## config.mk

```make
export PLATFORM = sky130hd
export DESIGN_NAME = wto_mix
export DESIGN_NICKNAME = d
export VERILOG_FILES = /design/src/sv/wto_pkg.sv /design/src/sv/wto_mix.sv
export SDC_FILE = /design/constraint.sdc
export NUM_CORES = 1
export LEC_CHECK = 0
export BUFFER_PORTS_ARGS = -buffer_cell sky130_fd_sc_hd__clkbuf_2
export CORE_MARGIN = 5
export CORE_UTILIZATION = 40
export CTS_CLUSTER_DIAMETER = 30
export DETAILED_ROUTE_END_ITERATION = 6
export GPL_TIMING_DRIVEN = 0
export PLACE_DENSITY = 0.57
export SKIP_CTS_REPAIR_TIMING = 1
export SLEW_MARGIN = 5
export SYNTH_ARGS = -nofsm -noshare
export SYNTH_HDL_FRONTEND = slang
export SYNTH_SLANG_ARGS = --single-unit
export TNS_END_PERCENT = 1
```

## constraint.sdc

```tcl
create_clock -name i_clk -period 6.2 [get_ports i_clk]
set_clock_uncertainty 0.15 [all_clocks]
set_input_delay 0.62 -clock i_clk [delete_from_list [all_inputs] [get_ports i_clk]]
set_output_delay 0.62 -clock i_clk [all_outputs]
set_load 0.005 [all_outputs]
```

## src/sv/wto_pkg.sv

```systemverilog
// wto_pkg: shared types and constants for the wavetable oscillator
// command codes, register indexes, reset values and the frame control struct
// no dependencies
package wto_pkg;

    localparam int CMD_W     = 2;
    localparam int LEN_W     = 17;
    localparam int GAIN_W    = 16;
    localparam int GAIN_FRAC = 15;
    localparam int PHASE_W   = 32;
    localparam int ADDR_W    = 16;
    localparam int APB_AW    = 3;
    localparam int APB_DW    = 32;

    localparam logic [CMD_W-1:0] CMD_WRITE  = 2'd0;
    localparam logic [CMD_W-1:0] CMD_RENDER = 2'd1;
    localparam logic [CMD_W-1:0] CMD_ADD    = 2'd2;

    localparam logic REG_TABLE_LENGTH = 1'b0;
    localparam logic REG_GAIN         = 1'b1;

    localparam logic [LEN_W-1:0]  LEN_RESET  = 17'd48000;
    localparam logic [GAIN_W-1:0] GAIN_RESET = 16'd32768;

    typedef struct packed {
        logic start;
        logic add;
    } t_frame_ctl;

endpackage

```

## src/sv/wto_mix.sv

```systemverilog
// wto_mix: gain multiply stage, then prior-sample add, saturation and output register
// depends on wto_pkg
module wto_mix #(
    parameter int SW = 16
) (
    input  logic                             i_clk,
    input  logic                             i_rst_n,
    input  wto_pkg::t_frame_ctl              i_ctl,
    input  logic signed [SW-1:0]             i_sample,
    input  logic [wto_pkg::GAIN_W-1:0]       i_gain,
    input  logic signed [SW-1:0]             i_prior_left,
    input  logic signed [SW-1:0]             i_prior_right,
    output logic                             o_ready,
    output logic                             o_out_valid,
    input  logic                             i_out_ready,
    output logic signed [SW-1:0]             o_left,
    output logic signed [SW-1:0]             o_right
);
    import wto_pkg::*;

    localparam int PW = SW + GAIN_W + 1;
    localparam int SCW = SW + 2;
    localparam int SUMW = SW + 3;

    function automatic logic signed [SW-1:0] sat(input logic signed [SUMW-1:0] v);
        logic [SUMW-SW:0] top;
        logic signed [SW-1:0] res;
        top = v[SUMW-1:SW-1];
        if ((top == '0) || (top == '1)) begin
            res = v[SW-1:0];
        end else if (v[SUMW-1]) begin
            res = {1'b1, {(SW-1){1'b0}}};
        end else begin
            res = {1'b0, {(SW-1){1'b1}}};
        end
        return res;
    endfunction

    logic                  r_v1;
    logic                  r_add1;
    logic signed [SCW-1:0] r_scaled;
    logic signed [SW-1:0]  r_pl;
    logic signed [SW-1:0]  r_pr;
    logic                  r_ov;
    logic signed [SW-1:0]  r_left;
    logic signed [SW-1:0]  r_right;

    logic                  w_adv_out;
    logic                  w_adv1;
    logic signed [PW-1:0]  w_prod;
    logic signed [PW-1:0]  w_shifted;
    logic signed [SUMW-1:0] w_sum_l;
    logic signed [SUMW-1:0] w_sum_r;

    assign w_adv_out = !r_ov || i_out_ready;
    assign w_adv1    = !r_v1 || w_adv_out;
    assign o_ready   = w_adv1;

    // floor shift: arithmetic right shift rounds toward minus infinity
    assign w_prod    = PW'(i_sample) * PW'($signed({1'b0, i_gain}));
    assign w_shifted = w_prod >>> GAIN_FRAC;

    always_comb begin
        if (r_add1) begin
            w_sum_l = SUMW'(r_scaled) + SUMW'(r_pl);
            w_sum_r = SUMW'(r_scaled) + SUMW'(r_pr);
        end else begin
            w_sum_l = SUMW'(r_scaled);
            w_sum_r = SUMW'(r_scaled);
        end
    end

    always_ff @(posedge i_clk) begin
        if (!i_rst_n) begin
            r_v1 <= 1'b0;
            r_ov <= 1'b0;
        end else begin
            if (w_adv1) begin
                r_v1 <= i_ctl.start;
            end
            if (w_adv_out) begin
                r_ov <= r_v1;
            end
        end
    end

    always_ff @(posedge i_clk) begin
        if (w_adv1 && i_ctl.start) begin
            r_add1   <= i_ctl.add;
            r_scaled <= w_shifted[SCW-1:0];
            r_pl     <= i_prior_left;
            r_pr     <= i_prior_right;
        end
        if (w_adv_out && r_v1) begin
            r_left  <= sat(w_sum_l);
            r_right <= sat(w_sum_r);
        end
    end

    assign o_out_valid = r_ov;
    assign o_left      = r_left;
    assign o_right     = r_right;

endmodule

```

# Yosys cells after proc, flatten, opt, wreduce, memory -nomap -nowiden
# Index checks and enable logic that the tools add are counted.
# totals
reg_bits,85
inputBits,69
out_inout_bits,34
elab_cells,29
# classes
n_addsub,2
mul,1
n_eq_ne,2
mux,6
n_reduce_logical,10
# op_table
operator,n
$mux W16,4
$add A18 B16 Y19,2
$mux W19,2
$mul A16 B17 Y33,1
$eq A4 B4 Y1 const B,2
$logic_not A4 Y1,2
$logic_or A1 B1 Y1,4
$logic_and A1 B1 Y1,2
$logic_not A1 Y1,2

# Depth between registers and ports, before layout
# Gate-level depths: netlist (run 1).
# logic_depth
ltp_word,5
ltp_mapped,22
mapped_depth_nobuf,21

# Worst setup path before layout (run 1)
# Ideal clock, no wire load.
# synth_timing
path_kind,input -> register
startpoint,input port i_sample[7]
endpoint,"register r_scaled[17], data pin"
setup_time_ns,0.260
t_arrival_ns,5.854
required_time_ns,5.790
setup_slack_ns,-0.064
stages,20
n_path_buf,1
path_cell_list,clkbuf_1 -> nand2_1 -> fa_1 -> fa_1 -> inv_1 -> fa_1 -> fa_1 -> fa_1 -> inv_1 -> fa_1 -> inv_1 -> ha_1 -> a21oi_1 -> o21ai_0 -> a22oi_1 -> a311oi_1 -> nor3_1 -> o31ai_1 -> a21oi_1 -> xnor2_1
# synth_between
elab_chain_len,1
# synth_rtl
item,line_no,rtl
start: declaration,wto_mix.sv:9,"input logic signed [SW-1:0] i_sample,"
$mul A16 B17 Y33,wto_mix.sv:60,"assign w_prod = PW'(i_sample) * PW'($signed({1'b0, i_gain}));"
net w_prod[32],wto_mix.sv:50,logic signed [PW-1:0] w_prod;
end signal: assignment,wto_mix.sv:90,r_scaled <= w_shifted[SCW-1:0];
end: declaration,wto_mix.sv:41,logic signed [SCW-1:0] r_scaled;
# The timed path passes the listed nets, and every way through them passes these cells.
# A chain may end at the register's enable or synchronous reset.

# Final worst setup path (run 1)
# layout_timing
startpoint,input port i_gain[10] (netlist bit)
endpoint,"register r_scaled[5], data pin"
# layout_between
elab_chain_len,1
# layout_rtl
item,line_no,rtl
start: declaration,wto_mix.sv:10,"input logic [wto_pkg::GAIN_W-1:0] i_gain,"
$mul A16 B17 Y33,wto_mix.sv:60,
net w_prod[20],wto_mix.sv:50,
# The timed path passes the listed nets, and every way through them passes these cells.

==> summary.md, run 1 <==
| Metric | Value |
|---|---|
| Synthesized area per cell | `9.71 um2` |
| # IOs | `103` |
| Drt total wl | `34.7 mm` |
| Largest net degree at the start of global routing | `38` |
| Share of cells above drive strength 1 | `16.9%` |
| Fill cell count | `3244` |
| DR WL/cell | `17.5 um` |
| Area growth from synthesis to layout | `16.2%` |
| Placer Congestion | `0.883` |
| Compound-Gate Fraction of Synth Area | `10.1%` |
| Data required time at the worst endpoint | `6220 ps` |
| Max-cap violation count | `0` |
| Sequential area share after synthesis | `18.8%` |
| Worst-Skew Late Latency | `350 ps` |
| Post-route design area | `15600 um2` |
| Routed via count | `9932` |
| Worst r2r dst | `o_right[14]` |
| Setup Viol. Count Final | `0` |
| Total track usage | `18.4%` |
| Crit. End Element | `flip-flop` |
| Core Footprint | `33400 um2` |
| Die width | `193 um` |
| Initial antenna violation count | `0` |
| Dpl cells | `1936` |
| Status | `complete, no violations` |
| Number of flops mapped to enable cells by yosys | `83` |
| Global-route wire length before repair | `55.4 mm` |
| Fin. Hold Viols | `0` |
| # clock sinks | `85` |
| Post-Synth XOR/XNOR Area | `2.87%` |
| Worst Path Arrival | `6170 ps` |
| Hold Path Class | `in -> reg` |
| Fmax | `163 MHz` |
| Layout Nets | `1947` |
| R2r worst-path depth | `11` |
| Most common cell after layout, fill and taps aside | `inv_1` |
| Max transition margin | `40.9%` |
| FF-to-FF setup slack | `2360 ps` |
| Dpl cell area | `14500 um2` |
| Synthesized flop and latch total | `85` |
| Leakage | `7.42 nW` |
| Critical Path End | `r_scaled[5]` |
| Worst r2r src | `r_scaled[1]` |
| Combinational family with the most area after synthesis | `adder cells` |
| CTS buffer count | `9` |
| CP startpoint kind | `input port` |
| Final period util | `99.1%` |
| Vias in the first global route | `10500` |
| DR DRC count | `0` |
| Most used DFF post-synth | `edfxtp_1` |
| CTS clk-pin slew, worst paths | `70 ps` |
| Num rows | `67` |
| Pwr dens | `584 nW/um2` |
| Die height | `193 um` |
| Gr ovfl total | `0` |
| Post-synthesis adder-cell area fraction | `43.5%` |
| Most frequent cells in the layout | `239 x inv_1, 193 x fa_1, 154 x nand2_1` |
| CTS tree | `done` |
| RSZ-0062 raised after global routing | `yes` |
| Yosys warnings | `0` |
| # diodes | `0` |
| Deepest clock path buffer count | `2` |
| Simple-gate portion of the synthesized area | `15.8%` |
| Gate Count Post-Synth | `1384` |
| Slew Limit Fails | `0` |
| Distinct cells, synth | `80` |
| Starting DRT DRC Count | `582` |
| Multiplexer area fraction after synthesis | `0.391%` |
| Crit Path Max Fanout | `10` |
| VDD IR max | `0.000389 V` |
| CTS root buf | `clkbuf_16` |
| Crit Path Class | `in -> reg` |
| Syn_nets | `1803` |
| Initial core utilization | `40.3%` |
| DRT antenna net count | `0` |
| Via density | `5.01` |
| Hpwl dp | `28.4 mm` |
| CP startpoint | `i_gain[10]` |
| Pre-antenna DRT Iters | `5` |
| H-tree depth | `3` |
| Die area | `37400 um2` |
| Ys async rst share | `0%` |
| Worst-Margin Slew | `884 ps` |
| Post-Syn Area | `13400 um2` |
| Minimum clock period after layout | `6150 ps` |
| Fin cells | `1981` |
| Port Buffers | `102` |
==> Yosys cell counts, types with 3 or more instances <==
cell type | instances | area share, %
xnor2_1 | 30 | 2.0
nand2_1 | 155 | 4.3
nor3_1 | 15 | 0.56
o21ai_1 | 4 | 0.15
a31oi_1 | 3 | 0.14
o21ai_0 | 36 | 1.3
o21a_1 | 9 | 0.50
xor2_1 | 14 | 0.91
o21ai_2 | 10 | 0.65
inv_1 | 244 | 6.8
a211oi_1 | 5 | 0.28
ha_1 | 155 | 14
fa_1 | 195 | 29
a221oi_1 | 3 | 0.20
edfxtp_1 | 83 | 19
a21o_1 | 14 | 0.78
o211ai_1 | 7 | 0.39
nor2_1 | 38 | 1.1
clkbuf_1 | 32 | 0.89
buf_6 | 3 | 0.25
a21oi_1 | 71 | 2.6
nand3_1 | 12 | 0.45
and2b_1 | 10 | 0.56
or3_1 | 5 | 0.23
and2_1 | 119 | 5.5
and3_1 | 7 | 0.33
nand2b_1 | 10 | 0.47
nand4_1 | 8 | 0.37
nor2b_1 | 13 | 0.61
mux2i_1 | 3 | 0.22
o21bai_1 | 6 | 0.34
==> kinds of logic (layout without fill, tap and decap cells) <==
family	Yosys count	count (layout)
and+or+nand+nor	413	413
xor gates and xnor gates	44	44
muxes	5	5
buffers and inverters	287	436
AOI/OAI and AO/OA	200	200
DFF	85	85
adders and majority gates	350	350
==> flip-flops by register name (all words and copies together) (netlist names) <==
name / flops
r_scaled: 18
r_v1: 1
r_add1: 1
r_pl: 16
o_left: 16
o_out_valid: 1
o_right: 16
r_pr: 16
==> power breakdown <==
part | switching (W) | internal (W)
combinational | 0.00409 | 0.00341
sequential | 0.0000892 | 0.00101
clock | 0.000233 | 0.000274
==> layer usage <==
metal / wire length, um / GRT usage, % / vias up
met1: 15600 / 24.9 / 4838
met3: 1810 / 3.20 / 64
met2: 16300 / 30.4 / 246
met5: 0 / 0 / -
li1: - / - / 4784
met4: 1060 / 5.40 / 0
==> how the worst min path moves through the flow <==
stage	startpoint	cells past startpoint	end	slack [ps]
2_1_floorplan	r_v1	1	o_out_valid	330
3_3_place_gp	r_v1	1	o_out_valid	340
3_5_place_dp	r_v1	1	o_out_valid	370
4_1_cts	i_prior_right[1]	1	r_pr[1]	280
5_1_grt	i_prior_right[1]	1	r_pr[1]	280
6_report	i_prior_right[0]	1	r_pr[0]	290
==> critical path, stage by stage <==
cell      delay, ps
buf_4           170
buf_8           160
nand2_1          80
fa_1            470
fa_2            600
fa_1            430
fa_1            520
inv_2            40
fa_1            510
fa_1            590
ha_4            230
a21oi_2         140
nand2_2          70
a221oi_4        320
buf_6           170
a21oi_2          50
nor2_2          190
o21bai_1        150
or4_4           570
o311ai_4         70
==> stage by stage <==
stage / utilization (%) / setup TNS [ps] / setup WS, ps / power, W / hold WS, ps
3_5_place_dp: 43.6 / -14780 / -1130 / 0.00727 / 368
5_1_grt: 46.8 / -371 / -138 / 0.0101 / 278
6_report: 46.8 / 0 / 53.8 / 0.00911 / 288
2_1_floorplan: - / 0 / 33.7 / 0.00585 / 327
3_3_place_gp: 43.5 / -26940 / -1760 / 0.00717 / 344
4_1_cts: 44.4 / -8440 / -790 / 0.00783 / 279
==> final cells by class <==
type | count | area [um2] | area share [%]
plain buffers | 42 | 455 | 2.92
multi-input cells | 1012 | 9990 | 64.0
inverters | 245 | 920 | 5.89
repair buffers | 133 | 878 | 5.63
clock buffers | 10 | 229 | 1.47
well taps | 448 | 561 | 3.59
clock inverters | 6 | 46.3 | 0.297
flip-flops and latches | 85 | 2530 | 16.2
No activity file was read; power rests on OpenSTA's default activity.
==> run 2: changes to the inputs <==
==> config.mk (replaced) <==
export PLATFORM = sky130hd
export DESIGN_NAME = wto_mix
export DESIGN_NICKNAME = d
export VERILOG_FILES = /design/src/sv/wto_pkg.sv /design/src/sv/wto_mix.sv
export SDC_FILE = /design/constraint.sdc
export NUM_CORES = 1
export LEC_CHECK = 0
export BUFFER_PORTS_ARGS = -buffer_cell sky130_fd_sc_hd__buf_2
export CORE_MARGIN = 5
export CORE_UTILIZATION = 30
export CTS_CLUSTER_DIAMETER = 30
export DETAILED_ROUTE_END_ITERATION = 6
export GPL_TIMING_DRIVEN = 0
export PLACE_DENSITY = 0.45
export SKIP_CTS_REPAIR_TIMING = 1
export SLEW_MARGIN = 10
export SYNTH_ARGS = -nofsm -noshare
export SYNTH_HDL_FRONTEND = slang
export SYNTH_SLANG_ARGS = --single-unit
export TNS_END_PERCENT = 1
==> run 2 against run 1 <==
Net effect: combinational power is 2% higher; routed wire length is 8.2% higher; global-route usage is 3.2 points lower; power is 3.1% higher; sequential cell count stayed put; die area is 31% higher; sequential share of layout area is 0.34 points lower; non-clock buffer count is 5 lower; largest power group unchanged; via count is 0.60% lower; sequential power hardly changed; cell area is 2.1% higher; largest cell class unchanged; critical endpoint is now r_scaled[17].
==> summary.md, run 2 (synthesized netlist as in run 1, its figures left out) <==
| Metric | Value |
|---|---|
| Status | `complete, no violations` |
| Worst r2r src | `r_scaled[1]` |
| Data required time at the worst endpoint | `6160 ps` |
| Core Footprint | `44200 um2` |
| Reg area | `2530 um2` |
| Final WS setup | `121 ps` |
| Minimum clock period after layout | `6080 ps` |
| Placer Congestion | `0.852` |
| Hpwl dp | `31.0 mm` |
| Dpl cells | `2080` |
| Routed via count | `9872` |
| Num rows | `77` |
| Drt total wl | `37.5 mm` |
| Fmax | `165 MHz` |
| CTS clk-pin slew, worst paths | `70 ps` |
| Critical Path End | `r_scaled[17]` |
| Worst-Margin Slew | `725 ps` |
| Max reg flops | `18` |
| Starting DRT DRC Count | `440` |
| Pwr dens | `589 nW/um2` |
| Initial core utilization | `30.4%` |
| Setup Viol. Count Final | `0` |
| Fin cells | `2120` |
| VDD IR max | `0.000473 V` |
| Dpl cell area | `14700 um2` |
| Post-route design area | `15900 um2` |
| Crit. End Element | `flip-flop` |
| Hold Path Class | `in -> reg` |
| Crit Path Class | `in -> reg` |
| Area growth from synthesis to layout | `18.7%` |
| Most common cell after layout, fill and taps aside | `inv_1` |
| Gr ovfl total | `0` |
| CP startpoint kind | `input port` |
| Register with the most flip-flops | `r_scaled` |
| # clock sinks | `85` |
| Setup_tns | `0 ps` |
| Die area | `49100 um2` |
| Multi-input logic area | `10100 um2` |
| DR DRC count | `0` |
| Leakage | `7.42 nW` |
| Die height | `222 um` |
| Max-cap violation count | `0` |
| Pre-antenna DRT Iters | `4` |
| Worst Path Arrival | `6040 ps` |
| Total Power | `0.00940 W` |
| Layout Nets | `1942` |
| Worst Hold Launch | `i_prior_right[9]` |
| Vias in the first global route | `10600` |
| Final period util | `98.0%` |
| Worst r2r dst | `o_right[10]` |
| Fill cell count | `4539` |
| Initial antenna violation count | `0` |
| RSZ-0062 raised after global routing | `yes` |
| DR WL/cell | `17.7 um` |
| CTS tree | `done` |
| CTS buffer count | `9` |
| Port Buffers | `102` |
| CTS root buf | `clkbuf_16` |
| Worst-Skew Late Latency | `360 ps` |
| Global-route wire length before repair | `59.2 mm` |
| Via density | `4.66` |
| Largest net degree at the start of global routing | `52` |
| Share of cells above drive strength 1 | `17.3%` |
| Deepest clock path buffer count | `2` |
| # IOs | `103` |
| FF-to-FF setup slack | `2340 ps` |
| Most frequent cells in the layout | `239 x inv_1, 186 x fa_1, 153 x nand2_1` |
| Crit Path Max Fanout | `8` |
| Total track usage | `15.2%` |
| Max transition margin | `51.6%` |
| CP startpoint | `i_sample[5]` |
| Slew Limit Fails | `0` |
| Pre-CTS WS | `-1290 ps` |
| DRT antenna net count | `0` |
| # diodes | `0` |
| H-tree depth | `3` |
| Die width | `222 um` |
| Fin. Hold Viols | `0` |
| R2r worst-path depth | `11` |
-- run 2: critical path, cell delays in order --
cell,delay [ps]
buf_12,100
buf_8,120
buf_4,130
and2_1,150
fa_1,510
inv_1,60
fa_1,490
fa_1,530
inv_1,60
fa_2,470
fa_1,490
inv_1,50
fa_1,470
inv_1,60
ha_4,300
nand2_2,80
o211ai_1,190
buf_4,160
a22oi_2,90
a311oi_4,260
nor3_2,90
o31ai_2,330
a21oi_2,100
xnor2_1,140
-- run 2: cell type report --
cell class / instances / share of cell area [%]
flip-flops and latches: 85 / 15.9
plain buffers: 42 / 3.05
inverters: 245 / 5.77
repair buffers: 128 / 5.37
multi-input cells: 1012 / 63.1
well taps: 592 / 4.65
clock buffers: 9 / 1.41
clock inverters: 7 / 0.753
-- run 2: routing by layer --
layer	vias up	share of wire [%]	wire length, um	global-route usage, %
li1	4772	-	-	-
met1	4861	48	17900	21.0
met2	206	47	17600	25.3
met3	33	3.5	1310	1.95
met4	0	1.9	715	4.24
met5	-	0	0	0
-- run 2: where the power goes --
part	internal, W	switching [W]	leakage, nW
clock	0.000396	0.000244	0.166
combinational	0.00348	0.00417	6.45
sequential	0.00101	0.0000894	0.804
total	0.00489	0.00451	7.42
-- run 2: per-stage QoR --
step	hold WS (ps)	utilization (%)
6_report	281	36.1
5_1_grt	267	36.1
4_1_cts	268	34.1
3_5_place_dp	378	33.3
3_3_place_gp	342	33.2
2_1_floorplan	327	-
-- run 2: worst min-delay path by stage --
stage          cells after the start  slack, ps     endpoint
6_report                           1        280      r_pr[9]
5_1_grt                            1        270     r_pl[12]
4_1_cts                            1        270     r_pl[12]
3_5_place_dp                       1        380  o_out_valid
3_3_place_gp                       1        340  o_out_valid
2_1_floorplan                      1        330  o_out_valid
==> run 3: changes to the inputs <==
--- a/config.mk
+++ b/config.mk
@@ -6,12 +6,13 @@
 export NUM_CORES = 1
 export LEC_CHECK = 0
 export BUFFER_PORTS_ARGS = -buffer_cell sky130_fd_sc_hd__buf_2
+export CAP_MARGIN = 20
 export CORE_MARGIN = 5
 export CORE_UTILIZATION = 30
 export CTS_CLUSTER_DIAMETER = 30
 export DETAILED_ROUTE_END_ITERATION = 6
 export GPL_TIMING_DRIVEN = 0
-export PLACE_DENSITY = 0.45
+export PLACE_DENSITY = 0.44
 export SKIP_CTS_REPAIR_TIMING = 1
 export SLEW_MARGIN = 10
 export SYNTH_ARGS = -nofsm -noshare
==> constraint.sdc (replaced) <==
create_clock -name i_clk -period 6.52 [get_ports i_clk]
set_clock_uncertainty 0.15 [all_clocks]
set_input_delay 0.652 -clock i_clk [delete_from_list [all_inputs] [get_ports i_clk]]
set_output_delay 0.652 -clock i_clk [all_outputs]
set_load 0.005 [all_outputs]
==> run 3 against run 2 <==
Net effect: register-to-register slack improved by 280 ps; clock-buffer cell count increased by 1; power decreased by 18%; die area unchanged; global-route usage increased by 0.33 points; clock power decreased by 23%; routed wire length decreased by 0.38%.
==> summary.md, run 3 (synthesized netlist as in run 1, its figures left out) <==
| Metric | Value |
|---|---|
| Initial antenna violation count | `0` |
| Drt total wl | `37.4 mm` |
| Pre-antenna DRT Iters | `7` |
| Max reg flops | `18` |
| Most frequent cells in the layout | `244 x inv_1, 195 x fa_1, 155 x nand2_1, 155 x ha_1, 118 x and2_1` |
| # IOs | `103` |
| Starting DRT DRC Count | `456` |
| Global-route wire length before repair | `60.2 mm` |
| Crit-path max cell delay | `520 ps` |
| VDD IR max | `0.000415 V` |
| Routed via count | `9854` |
| Area growth from synthesis to layout | `13.2%` |
| Final period util | `96.0%` |
| CTS root buf | `clkbuf_16` |
| Fin. Hold Viols | `0` |
| RSZ-0062 raised after global routing | `yes` |
| DRT antenna net count | `0` |
| H-tree depth | `3` |
| Hold Path Class | `in -> reg` |
| CTS tree | `done` |
| Crit Path Class | `in -> reg` |
| Placer Congestion | `0.852` |
| Die height | `222 um` |
| Setup Viol. Count Final | `0` |
| CP startpoint kind | `input port` |
| Via density | `4.69` |
| Minimum clock period after layout | `6260 ps` |
| # diodes | `0` |
| Leakage | `7.18 nW` |
| Deepest clock path buffer count | `2` |
| Die area | `49100 um2` |
| Largest net degree at the start of global routing | `52` |
| Worst-path cell chain | `buf_2 > clkbuf_2 > and2_1 > fa_1 > inv_1 > fa_1 > fa_1 > inv_1 > fa_1 > fa_1 > inv_1 > fa_1 > inv_1 > ha_1 > and4_1 > a221oi_2 > buf_6 > a21oi_1 > nor2_2 > o21bai_1 > or4_1 > o311ai_0` |
| Data required time at the worst endpoint | `6520 ps` |
| # clock sinks | `85` |
| Worst-Margin Slew | `737 ps` |
| Max transition margin | `50.9%` |
| Port Buffers | `102` |
| Status | `complete, no violations` |
| Fmax | `160 MHz` |
| Slowest-stage cell, CP | `fa_1` |
| Crit. End Element | `flip-flop` |
| DR DRC count | `0` |
| Initial core utilization | `30.4%` |
| Register with the most flip-flops | `r_scaled` |
| Pwr dens | `505 nW/um2` |
| Die width | `222 um` |
| Vias in the first global route | `10600` |
| Hpwl dp | `31.5 mm` |
| DR WL/cell | `17.8 um` |
| Crit Path Max Fanout | `10` |
| Most common cell after layout, fill and taps aside | `inv_1` |
| Slew Limit Fails | `0` |
| Crit-path most repeated cell | `fa_1` |
| Total track usage | `15.5%` |
| Num rows | `77` |
| Core Footprint | `44200 um2` |
| Gr ovfl total | `0` |
| Worst Path Arrival | `6260 ps` |
| Final WS setup | `260 ps` |
| CTS clk-pin slew, worst paths | `70 ps` |
| Worst-Skew Late Latency | `360 ps` |
| CTS buffer count | `9` |
| Core Util, Final | `34.4%` |
| Max-cap violation count | `0` |
| Layout Nets | `1922` |
| Share of cells above drive strength 1 | `13.7%` |
| Pre-CTS WS | `-1030 ps` |
==> run 3: cell count changes in the layout (fill, tap and decap cells not counted), sizes merged <==
cell and change:
clkbuf -1, clkinvlp +1, clkinv +1, buf -18, bufinv -3
==> run 3: final timing paths <==
kind	start	cells past startpoint	slack, ps	endpoint
max	i_sample[5]	22	260	r_scaled[5]
min	i_prior_right[13]	1	320	r_pr[13]
min reg2reg	r_v1	1	390	o_out_valid
max reg2reg	r_scaled[1]	11	2620	o_right[14]
==> run 3: stage by stage <==
step	setup TNS [ps]	hold slack [ps]	cells	cell area [um2]	total power (W)
finish	0	320	2100	15200	0.00769
global route	-19.9	301	2100	15200	0.00872
global placement	-25280	347	2078	14700	0.00699
detailed placement	-10700	387	2080	14700	0.00704
floorplan	0	327	1384	13400	0.00555
CTS	-4330	291	2096	15000	0.00760
==> run 3: final cells by class <==
cell class / instances / area [um2]
fill: 4638 / 29000
clock inverter: 6 / 46.3
buffer: 41 / 340
sequential: 85 / 2530
inverter: 245 / 920
multi-input combinational: 1012 / 9820
timing repair buffer: 109 / 584
clock buffer: 10 / 229
tap: 592 / 741
==> run 3: worst max-delay path: cells and delay by family <==
kind | cells | cell delay, ps
AOI/OAI and AO/OA | 4 | 560
buffers and inverters | 7 | 780
and+or+nand+nor | 4 | 960
adders and majority gates | 7 | 3300
==> run 3: layer usage <==
layer	GRT usage, %	share of wire [%]	wire length, um	vias up
met5	0	0	0	-
met4	4.97	2.9	1080	0
met3	1.63	3.6	1350	46
met2	25.8	46	17300	208
met1	21.4	47	17600	4873
li1	-	-	-	4727
==> run 3: power breakdown <==
group	internal, W	total (W)	switching, W
logic	0.00265	0.00615	0.00349
registers	0.000964	0.00105	0.0000859
clock network	0.000261	0.000489	0.000228
total	0.00388	0.00769	0.00381
